[src/hw/rtl/spmv_pkg.sv]
// ----------------------------------------------------------------------------
// spmv_pkg
// Types and constants shared by the scaled CSR sparse matrix-vector multiply.
// ----------------------------------------------------------------------------
package spmv_pkg;

   // Command codes of the request channel.
   localparam logic [1:0] CMD_LOAD      = 2'd0;
   localparam logic [1:0] CMD_NONZERO   = 2'd1;
   localparam logic [1:0] CMD_EMPTY_ROW = 2'd2;

   // Configuration register indexes.
   localparam int         CSR_INDEX_WIDTH = 4;
   localparam logic [3:0] CSR_ALPHA       = 4'd0;
   localparam logic [3:0] CSR_BETA        = 4'd1;

   // Depth of the queue between the front and the back part.
   localparam int QUEUE_DEPTH = 4;
   localparam int QUEUE_PTR_W = $clog2(QUEUE_DEPTH);
   localparam int QUEUE_CNT_W = $clog2(QUEUE_DEPTH + 1);

   typedef struct packed {
      logic [1:0]         command;
      logic [9:0]         column;
      logic signed [31:0] value;
      logic               row_end;
      logic signed [31:0] b_old;
   } req_type;

   typedef struct packed {
      logic signed [31:0] b_new;
      logic [15:0]        row_index;
   } rsp_type;

   typedef struct packed {
      logic signed [31:0] alpha;
      logic signed [31:0] beta;
   } gains_type;

   // Work kinds that the front part hands to the back part.
   typedef enum logic [1:0] {
      OP_RESTART  = 2'd0,
      OP_MAC      = 2'd1,
      OP_MAC_EMIT = 2'd2,
      OP_EMIT     = 2'd3
   } op_type;

   typedef struct packed {
      op_type             op;
      logic signed [31:0] value;
      logic signed [31:0] x;
      logic signed [31:0] b_old;
   } entry_type;

   typedef enum logic [2:0] {
      ST_RUN   = 3'd0,
      ST_LAST  = 3'd1,
      ST_LO    = 3'd2,
      ST_HI    = 3'd3,
      ST_BETA  = 3'd4,
      ST_ALPHA = 3'd5,
      ST_SUM   = 3'd6
   } state_type;

endpackage

[src/hw/rtl/spmv_queue.sv]
// ----------------------------------------------------------------------------
// spmv_queue
// Short work queue that decouples the front part from the back part.
// ----------------------------------------------------------------------------
module spmv_queue (
   input  logic                             clock,
   input  logic                             reset,
   input  logic                             push,
   input  spmv_pkg::entry_type              push_data,
   input  logic                             pop,
   output spmv_pkg::entry_type              head,
   output logic [spmv_pkg::QUEUE_CNT_W-1:0] count
);
   import spmv_pkg::*;

   entry_type              mem_ff [QUEUE_DEPTH];
   logic [QUEUE_PTR_W-1:0] wr_ptr_ff, wr_ptr_in;
   logic [QUEUE_PTR_W-1:0] rd_ptr_ff, rd_ptr_in;
   logic [QUEUE_CNT_W-1:0] count_ff, count_in;

   always_comb begin
      wr_ptr_in = push ? QUEUE_PTR_W'(wr_ptr_ff + 1'b1) : wr_ptr_ff;
      rd_ptr_in = pop  ? QUEUE_PTR_W'(rd_ptr_ff + 1'b1) : rd_ptr_ff;
      count_in  = count_ff;
      if (push && !pop) begin
         count_in = QUEUE_CNT_W'(count_ff + 1'b1);
      end else if (pop && !push) begin
         count_in = QUEUE_CNT_W'(count_ff - 1'b1);
      end
   end

   always_ff @(posedge clock) begin
      if (reset) begin
         wr_ptr_ff <= '0;
         rd_ptr_ff <= '0;
         count_ff  <= '0;
      end else begin
         wr_ptr_ff <= wr_ptr_in;
         rd_ptr_ff <= rd_ptr_in;
         count_ff  <= count_in;
      end
      if (push) begin
         mem_ff[wr_ptr_ff] <= push_data;
      end
   end

   assign head  = mem_ff[rd_ptr_ff];
   assign count = count_ff;

endmodule

[config.mk]
export PLATFORM = sky130hd
export DESIGN_NAME = spmv_queue
export DESIGN_NICKNAME = d
export VERILOG_FILES = /design/src/hw/rtl/spmv_pkg.sv /design/src/hw/rtl/spmv_queue.sv
export SDC_FILE = /design/constraint.sdc
export NUM_CORES = 1
export LEC_CHECK = 0
export BUFFER_PORTS_ARGS = -buffer_cell sky130_fd_sc_hd__buf_2
export CAP_MARGIN = 25
export CORE_MARGIN = 5
export CORE_UTILIZATION = 57
export CTS_CLUSTER_DIAMETER = 150
export CTS_CLUSTER_SIZE = 25
export DETAILED_ROUTE_END_ITERATION = 10
export GPL_TIMING_DRIVEN = 0
export PLACE_DENSITY = 0.79
export SYNTH_ARGS = -nofsm -noshare
export SYNTH_HDL_FRONTEND = slang
export SYNTH_SLANG_ARGS = --single-unit
[constraint.sdc]
create_clock -name clock -period 4.6 [get_ports clock]
set_clock_uncertainty 0.2 [all_clocks]
set_input_delay 0.46 -clock clock [delete_from_list [all_inputs] [get_ports clock]]
set_output_delay 0.46 -clock clock [all_outputs]
set_load 0.01 [all_outputs]
* Word-level counts from Yosys, hierarchy flattened
Memory sizes are Yosys's and may differ from the RTL's. A register that Yosys moved wholly into a read port is not among the register bits.
Cells that the tools add are included.
Widths: inputs -> output; s select.
** Storage, ports and cells
- Bits in registers :: 7
- RAM bits :: 392
- Logic and storage cells :: 19
- Memories :: 1
** Cells by class
- Add/subtract/negate cells :: 4
- Multiplexer cells :: 6
- Reduce and logical (&&, ||, !) cells :: 5
** Memories
- mem_ff :: words 4, width 98, rd ports 1, clocked after memory_dff 1, write ports 1, line spmv_queue.sv:16 : entry_type mem_ff [QUEUE_DEPTH];
** Operators with widths (count)
- $mux 3 :: 2
- $add 2x1->2 const B :: 2
- $mux 2 :: 2
- $add 3x1->3 const B :: 1
- $sub 3x1->3 const B :: 1
- $logic_and 1x1->1 :: 2
- $logic_not 1->1 :: 2
- $mux 1 :: 2
- $reduce_bool 2->1 :: 1

* Depth between registers and ports, before layout
Gate-level depths: netlist of the first run.
- Word-level depth :: 4
- Depth in mapped cells :: 7
- Gate-level depth less buffers :: 7

* Worst setup path before layout of the first run
OpenSTA, ideal clock, no wires.
- Path kind :: register -> register
- Start point :: register wr_ptr_ff[0]
- End point :: memory mem_ff[0][0] in the netlist's numbering (enable)
- Library setup time :: 0.468 ns
- Data arrival time :: 2.809 ns
- Data required time :: 3.932 ns
- Slack :: 1.124 ns
- Cell stages (with the launch flop) :: 4
- Clock period less this slack :: 3.476 ns
- Path through :: dfxtp_1 -> inv_1 -> ha_1 -> and2_1
** RTL lines
- start: declaration :: line spmv_queue.sv:17 : logic [QUEUE_PTR_W-1:0] wr_ptr_ff, wr_ptr_in;
- start signal: assignment :: line spmv_queue.sv:38 : wr_ptr_ff <= wr_ptr_in;
- end: declaration :: line spmv_queue.sv:16
No word-level cell before the write port.

==> results of run 1 <==
## state kept, by name, indices dropped and copies added, names as in the netlist, named ones only
register	flops
count	3
mem_ff	392
rd_ptr_ff	2
wr_ptr_ff	2
## layout make-up
cell class / instances / area (um^2)
Tap cell: 330 / 413
Timing Repair Buffer: 303 / 2070
Inverter: 4 / 15.0
Fill cell: 1470 / 7550
Multi-Input combinational cell: 126 / 2430
Clock buffer: 29 / 556
Clock inverter: 1 / 30.0
Sequential cell: 401 / 12000
Antenna cell: 1 / 2.50
Buffer: 23 / 151
## synthesized netlist by cell type
cell,number,area share
xnor2_1,2,0.0012
edfxtp_1,392,0.81
o21ai_0,1,0.00034
fa_1,1,0.0014
clkbuf_1,8,0.0021
buf_12,2,0.0028
and2_1,4,0.0017
or3_1,1,0.00043
nor2_1,7,0.0018
xor2_1,3,0.0018
ha_1,5,0.0043
mux4_2,98,0.15
nand2_1,1,0.00026
dfxtp_1,9,0.012
buf_6,1,0.00077
buf_8,1,0.0010
mux2i_1,2,0.0014
buf_2,11,0.0038
inv_1,4,0.0010
a21oi_1,1,0.00034
## power breakdown
part / total [uW] / leakage, uW / switching [uW] / internal (uW)
registers: 4240 / 0.00367 / 44.5 / 4190
clock network: 1890 / 0.000280 / 1030 / 856
logic: 851 / 0.00200 / 439 / 411
## critical path: cells and delay by family, from the launching register on
| kind | cells | cell delay (ps) |
|---|---|---|
| buf+inv | 3 | 1020 |
| flops | 1 | 320 |
| mux | 1 | 410 |
## metrics by stage
| step | utilization | cell area [um^2] | TNS, ps | hold WS (ps) | setup WS, ps |
|---|---|---|---|---|---|
| after CTS | 0.700 | 17600 | 0 | 38.8 | 1610 |
| final | 0.700 | 17600 | 0 | 91.1 | 1660 |
| after global placement | 0.634 | 16000 | -177190 | 274 | -461 |
| after floorplan | - | 14500 | 0 | 285 | 1120 |
| after detailed placement | 0.638 | 16100 | 0 | 312 | 2190 |
| after global routing | 0.700 | 17600 | 0 | 85.9 | 1520 |
## logic make-up (layout without fill, tap and decap cells)
logic type,after synthesis,count (layout),share of synthesized area
xor gates and xnor gates,5,5,0.00301
muxes,100,100,0.153
and+or+nand+nor,13,13,0.00422
AOI/OAI and AO/OA,2,2,0.000688
other,0,1,0
buffers and inverters,27,360,0.0114
DFF,401,401,0.822
adders and majority gates,6,6,0.00568
## final timing paths
kind,endpoint,slack (ps)
hold reg to reg,count[2]$_SDFFE_PP0P_,340
setup / recovery,head[28],1660
setup reg to reg,mem_ff[3][12]$_DFFE_PP_,2360
hold / removal,wr_ptr_ff[1]$_SDFFE_PP0P_,90
## per-layer routing
layer  global-route usage  part of all wire
met1                0.256              0.39
met2                0.332              0.52
met3               0.0415             0.077
met4               0.0270             0.011
met5                    0                 0
==> results.sh, run 1 <==
export IMPL_clock_sinks=401
export IMPL_gr_usage_all_layers=0.190
export IMPL_req_time_crit_path_ps=3940
export IMPL_hold_class="in2reg"
export IMPL_num_rows=58
export IMPL_worst_setup_hold_path_clk_slew_ps=100
export IMPL_critPathSlowestCell="clkbuf_1"
export IMPL_crit_path_end_kind="primary output"
export IMPL_yosysUniqueCellTypes=20
export IMPL_worstPathMaxFanout=10
export IMPL_h_tree_depth=1
export IMPL_detail_route_iter0_violations=736
export IMPL_antenna_violating_nets_post_route=0
export IMPL_first_global_vias=7361
export IMPL_synth_net_count=662
export IMPL_unrepaired_setup_endpoints_after_global_routing="false"
export IMPL_power_density_mw_per_mm2=396
export IMPL_most_common_layout_cells="edfxtp_1, buf_2, mux4_2, dlygate4sd3_1, clkbuf_16"
export IMPL_clock_path_buffers=3
export IMPL_io_pin_count=203
export IMPL_syn_to_final_growth_pct=21.2
export IMPL_floorplan_core_area_mm2=0.0252
export IMPL_final_min_period_over_clock_period=0.640
export IMPL_initial_core_util=0.578
export IMPL_critical_path_max_stage_delay_ps=600
export IMPL_flip_flop_and_latch_count_after_synthesis=401
export IMPL_inserted_clock_buffers=20
export IMPL_wirelength_um=27500
export IMPL_post_layout_total_power_uw=6980
export IMPL_timing_final_crit_period_ps=2940
export IMPL_setup_viol_count_final=0
export IMPL_insertion_delay_ps=520
export IMPL_grt_pass1_wl_um=42100
export IMPL_postCtsHoldBufs=98
export IMPL_min_path_cells=2
export IMPL_hold_path_startpoint="reset"
export IMPL_layout_drive_gt1_share=0.388
export IMPL_timing_worst_slew_pin_value_ps=938
export IMPL_antenna_violations_before_repair=1
export IMPL_yosysWarnings=0
export IMPL_report_final_slew_viol_count=0
export IMPL_highest_clock_rate_mhz=340
export IMPL_postCtsResizedCells=0
export IMPL_syn_area_mm2=0.0145
export IMPL_postCtsSetupBuffers=0
export IMPL_die_width_um=170
export IMPL_arrival_ps=2280
export IMPL_vias=6842
export IMPL_ff2ff_path_depth=3
export IMPL_worst_slew_margin_rel=0.374
export IMPL_place_gp_congestion=0.749
export IMPL_finish_net_count=987
export IMPL_seq_area_frac_synth=0.822
export IMPL_timing_final_hold_violations=0
export IMPL_mean_area_per_synthesized_cell_um2=26.3
export IMPL_die_h_um=170
export IMPL_leakagePower_uw=0.00595
export IMPL_post_drt_via_cell_ratio=5.62
export IMPL_grt_overflow_total=0
export IMPL_count_of_buffers_inserted_at_the_top_level_ports=201
export IMPL_post_dp_hpwl_um=17000
export IMPL_tritoncts="built"
export IMPL_drt_pass_1_iters=4
export IMPL_layout_commonest_cell="edfxtp_1"
export IMPL_full_die_area_mm2=0.0288
export IMPL_peakVddDrop_v=0.000383
export IMPL_ctsRootBufferMaster="clkbuf_16"
export IMPL_post_layout_nonfiller_instances=1218
export IMPL_critPathLaunchType="register"
export IMPL_routed_wire_length_per_instance_um=22.6
export IMPL_worstPathCellList="buf_2 > clkbuf_1 > mux4_2 > buf_2"
export IMPL_run_status="finished, final reports clean"
export IMPL_crit_reg2reg_launch="wr_ptr_ff[0]$_SDFFE_PP0P_"
export IMPL_dp_cells=1089
export IMPL_crit_type="reg2out"
export IMPL_post_route_drc_count=0
export IMPL_critPathMostFrequentCell="buf_2"
export IMPL_post_synth_inst_count=554
export IMPL_max_cap_violations=0
export IMPL_pin_count_of_the_biggest_net_entering_global_routing=61
Power figures use the tool's default switching activity.
==> inputs of run 2 (changes only) <==
==> constraint.sdc (replaced) <==
create_clock -name clock -period 3 [get_ports clock]
set_clock_uncertainty 0.2 [all_clocks]
set_input_delay 0.3 -clock clock [delete_from_list [all_inputs] [get_ports clock]]
set_output_delay 0.3 -clock clock [all_outputs]
set_load 0.01 [all_outputs]
==> run 2 against run 1 <==
Effect of this change:
- setup slack got worse by 1400 ps
- hold slack improved by 240 ps
- non-clock buffer count increased by 3
- clock-buffer cell count decreased by 1
- utilization increased by 0.19 points
- global-route usage increased by 0.39 points
- die area unchanged
- critical path depth increased by 1
- largest cell class unchanged
==> results.sh, run 2 (synthesis gave the netlist of run 1 again) <==
export IMPL_p_sw_frac=0.217
export IMPL_worst_setup_hold_path_clk_slew_ps=100
export IMPL_worstPathMaxFanout=10
export IMPL_power_density_mw_per_mm2=605
export IMPL_clock_path_buffers=3
export IMPL_most_common_layout_cells="edfxtp_1, buf_2, dlygate4sd3_1"
export IMPL_wirelength_um=27800
export IMPL_post_route_drc_count=0
export IMPL_place_gp_congestion=0.746
export IMPL_max_cap_violations=0
export IMPL_h_tree_depth=1
export IMPL_drt_pass_1_iters=5
export IMPL_final_min_period_over_clock_period=0.920
export IMPL_hold_path_startpoint="push_data[50]"
export IMPL_req_time_crit_path_ps=2500
export IMPL_dp_cells=1089
export IMPL_ctsRootBufferMaster="clkbuf_16"
export IMPL_worst_slew_margin_rel=0.490
export IMPL_io_pin_count=203
export IMPL_die_h_um=170
export IMPL_post_route_cell_area_mm2=0.0177
export IMPL_antenna_violations_before_repair=1
export IMPL_num_rows=58
export IMPL_post_dp_hpwl_um=16900
export IMPL_setup_viol_count_final=0
export IMPL_timing_worst_slew_pin_value_ps=764
export IMPL_first_global_vias=7551
export IMPL_floorplan_core_area_mm2=0.0252
export IMPL_arrival_ps=2260
export IMPL_full_die_area_mm2=0.0288
export IMPL_layout_commonest_cell="edfxtp_1"
export IMPL_inserted_clock_buffers=20
export IMPL_finish_net_count=990
export IMPL_gr_usage_all_layers=0.194
export IMPL_crit_path_end_kind="primary output"
export IMPL_power_share_combinational=0.123
export IMPL_tritoncts="built"
export IMPL_regMostFlops="mem_ff"
export IMPL_report_final_slew_viol_count=0
export IMPL_grt_pass1_wl_um=42900
export IMPL_detail_route_iter0_violations=682
export IMPL_timing_final_hold_violations=0
export IMPL_layout_drive_gt1_share=0.387
export IMPL_power_switching_uw=2320
export IMPL_unrepaired_setup_endpoints_after_global_routing="false"
export IMPL_grt_overflow_total=0
export IMPL_antenna_violating_nets_post_route=0
export IMPL_max_reg_flops=392
export IMPL_pin_count_of_the_biggest_net_entering_global_routing=57
export IMPL_insertion_delay_ps=520
export IMPL_leakagePower_uw=0.00597
export IMPL_power_share_of_the_sequential_group=0.607
export IMPL_critPathLaunchType="register"
export IMPL_highest_clock_rate_mhz=362
export IMPL_syn_to_final_growth_pct=21.6
export IMPL_peakVddDrop_v=0.000661
export IMPL_initial_core_util=0.578
export IMPL_post_layout_nonfiller_instances=1220
export IMPL_routed_wire_length_per_instance_um=22.8
export IMPL_num_fill_cells=1448
export IMPL_count_of_buffers_inserted_at_the_top_level_ports=201
export IMPL_timing_final_crit_period_ps=2760
export IMPL_postCtsResizedCells=0
export IMPL_internal_power_uw=8370
export IMPL_vias=6926
export IMPL_post_layout_total_power_uw=10700
export IMPL_tns_ps=0
export IMPL_crit_reg2reg_launch="wr_ptr_ff[0]$_SDFFE_PP0P_"
export IMPL_post_drt_via_cell_ratio=5.68
export IMPL_hold_worst_slack_ps=330
export IMPL_die_width_um=170
export IMPL_crit_type="reg2out"
export IMPL_power_clock_fraction=0.270
export IMPL_run_status="finished, final reports clean"
export IMPL_placed_cell_area_mm2=0.0161
export IMPL_clock_sinks=401
export IMPL_hold_class="in2reg"
## run 2: changes by cell type in the layout (fill, tap and decap cells not counted)
cell	delta
dlygate4sd3_1	+3
buf_16	+3
clkbuf_1	-1
buf_12	-3
## run 2: power groups by stage
stage / registers, uW / clock network [uW] / logic [uW]
3_3_place_gp: 6610 / 0 / 1150
2_1_floorplan: 6610 / 0 / 700
5_1_grt: 6510 / 3190 / 1420
3_5_place_dp: 6620 / 0 / 1220
4_1_cts: 6490 / 2960 / 1330
6_report: 6490 / 2890 / 1310
## run 2: worst paths after layout
kind                                     to  slack [ps]  cells past startpoint
setup / recovery                   head[82]         240                      5
setup reg to reg    mem_ff[0][72]$_DFFE_PP_         810                      4
hold reg to reg   rd_ptr_ff[1]$_SDFFE_PP0P_         360                      2
hold / removal      mem_ff[1][50]$_DFFE_PP_         330                      2
## run 2: metal layers
metal / routed length, um / GRT usage / up-vias
met1: 10800 / 0.261 / 3617
li1: - / - / 3007
met5: 0 / 0 / -
met4: 423 / 0.0340 / 0
met3: 1950 / 0.0382 / 34
met2: 14600 / 0.340 / 268
## run 2: critical path: stages (launching register included)
cell     delay [ps]
dfxtp_1         330
buf_2           260
buf_2           310
buf_2           310
mux4_2          370
buf_2           160
## run 2: layout make-up
cell class / instances / area (um^2) / share of cell area
Buffer: 23 / 151 / 0.00856
Sequential cell: 401 / 12000 / 0.676
Timing Repair Buffer: 306 / 2130 / 0.120
Clock buffer: 28 / 552 / 0.0312
Multi-Input combinational cell: 126 / 2430 / 0.138
Tap cell: 330 / 413 / 0.0234
Antenna cell: 1 / 2.50 / 0.000142
Inverter: 4 / 15.0 / 0.000849
Clock inverter: 1 / 30.0 / 0.00170
## run 2: repair_timing
action / 4_1_cts / 5_1_grt
hold endpoints to repair: 401 / 0
endpoints found under the setup margin: 0 / 0
buffers inserted: 0 / 0
hold buffers: 101 / 0
## run 2: metrics by stage
stage                     setup WS [ps]  utilization
after global placement             -156        0.634
final                               240        0.702
after CTS                           170        0.702
after floorplan                     607            -
after detailed placement            753        0.639
after global routing               84.1        0.702
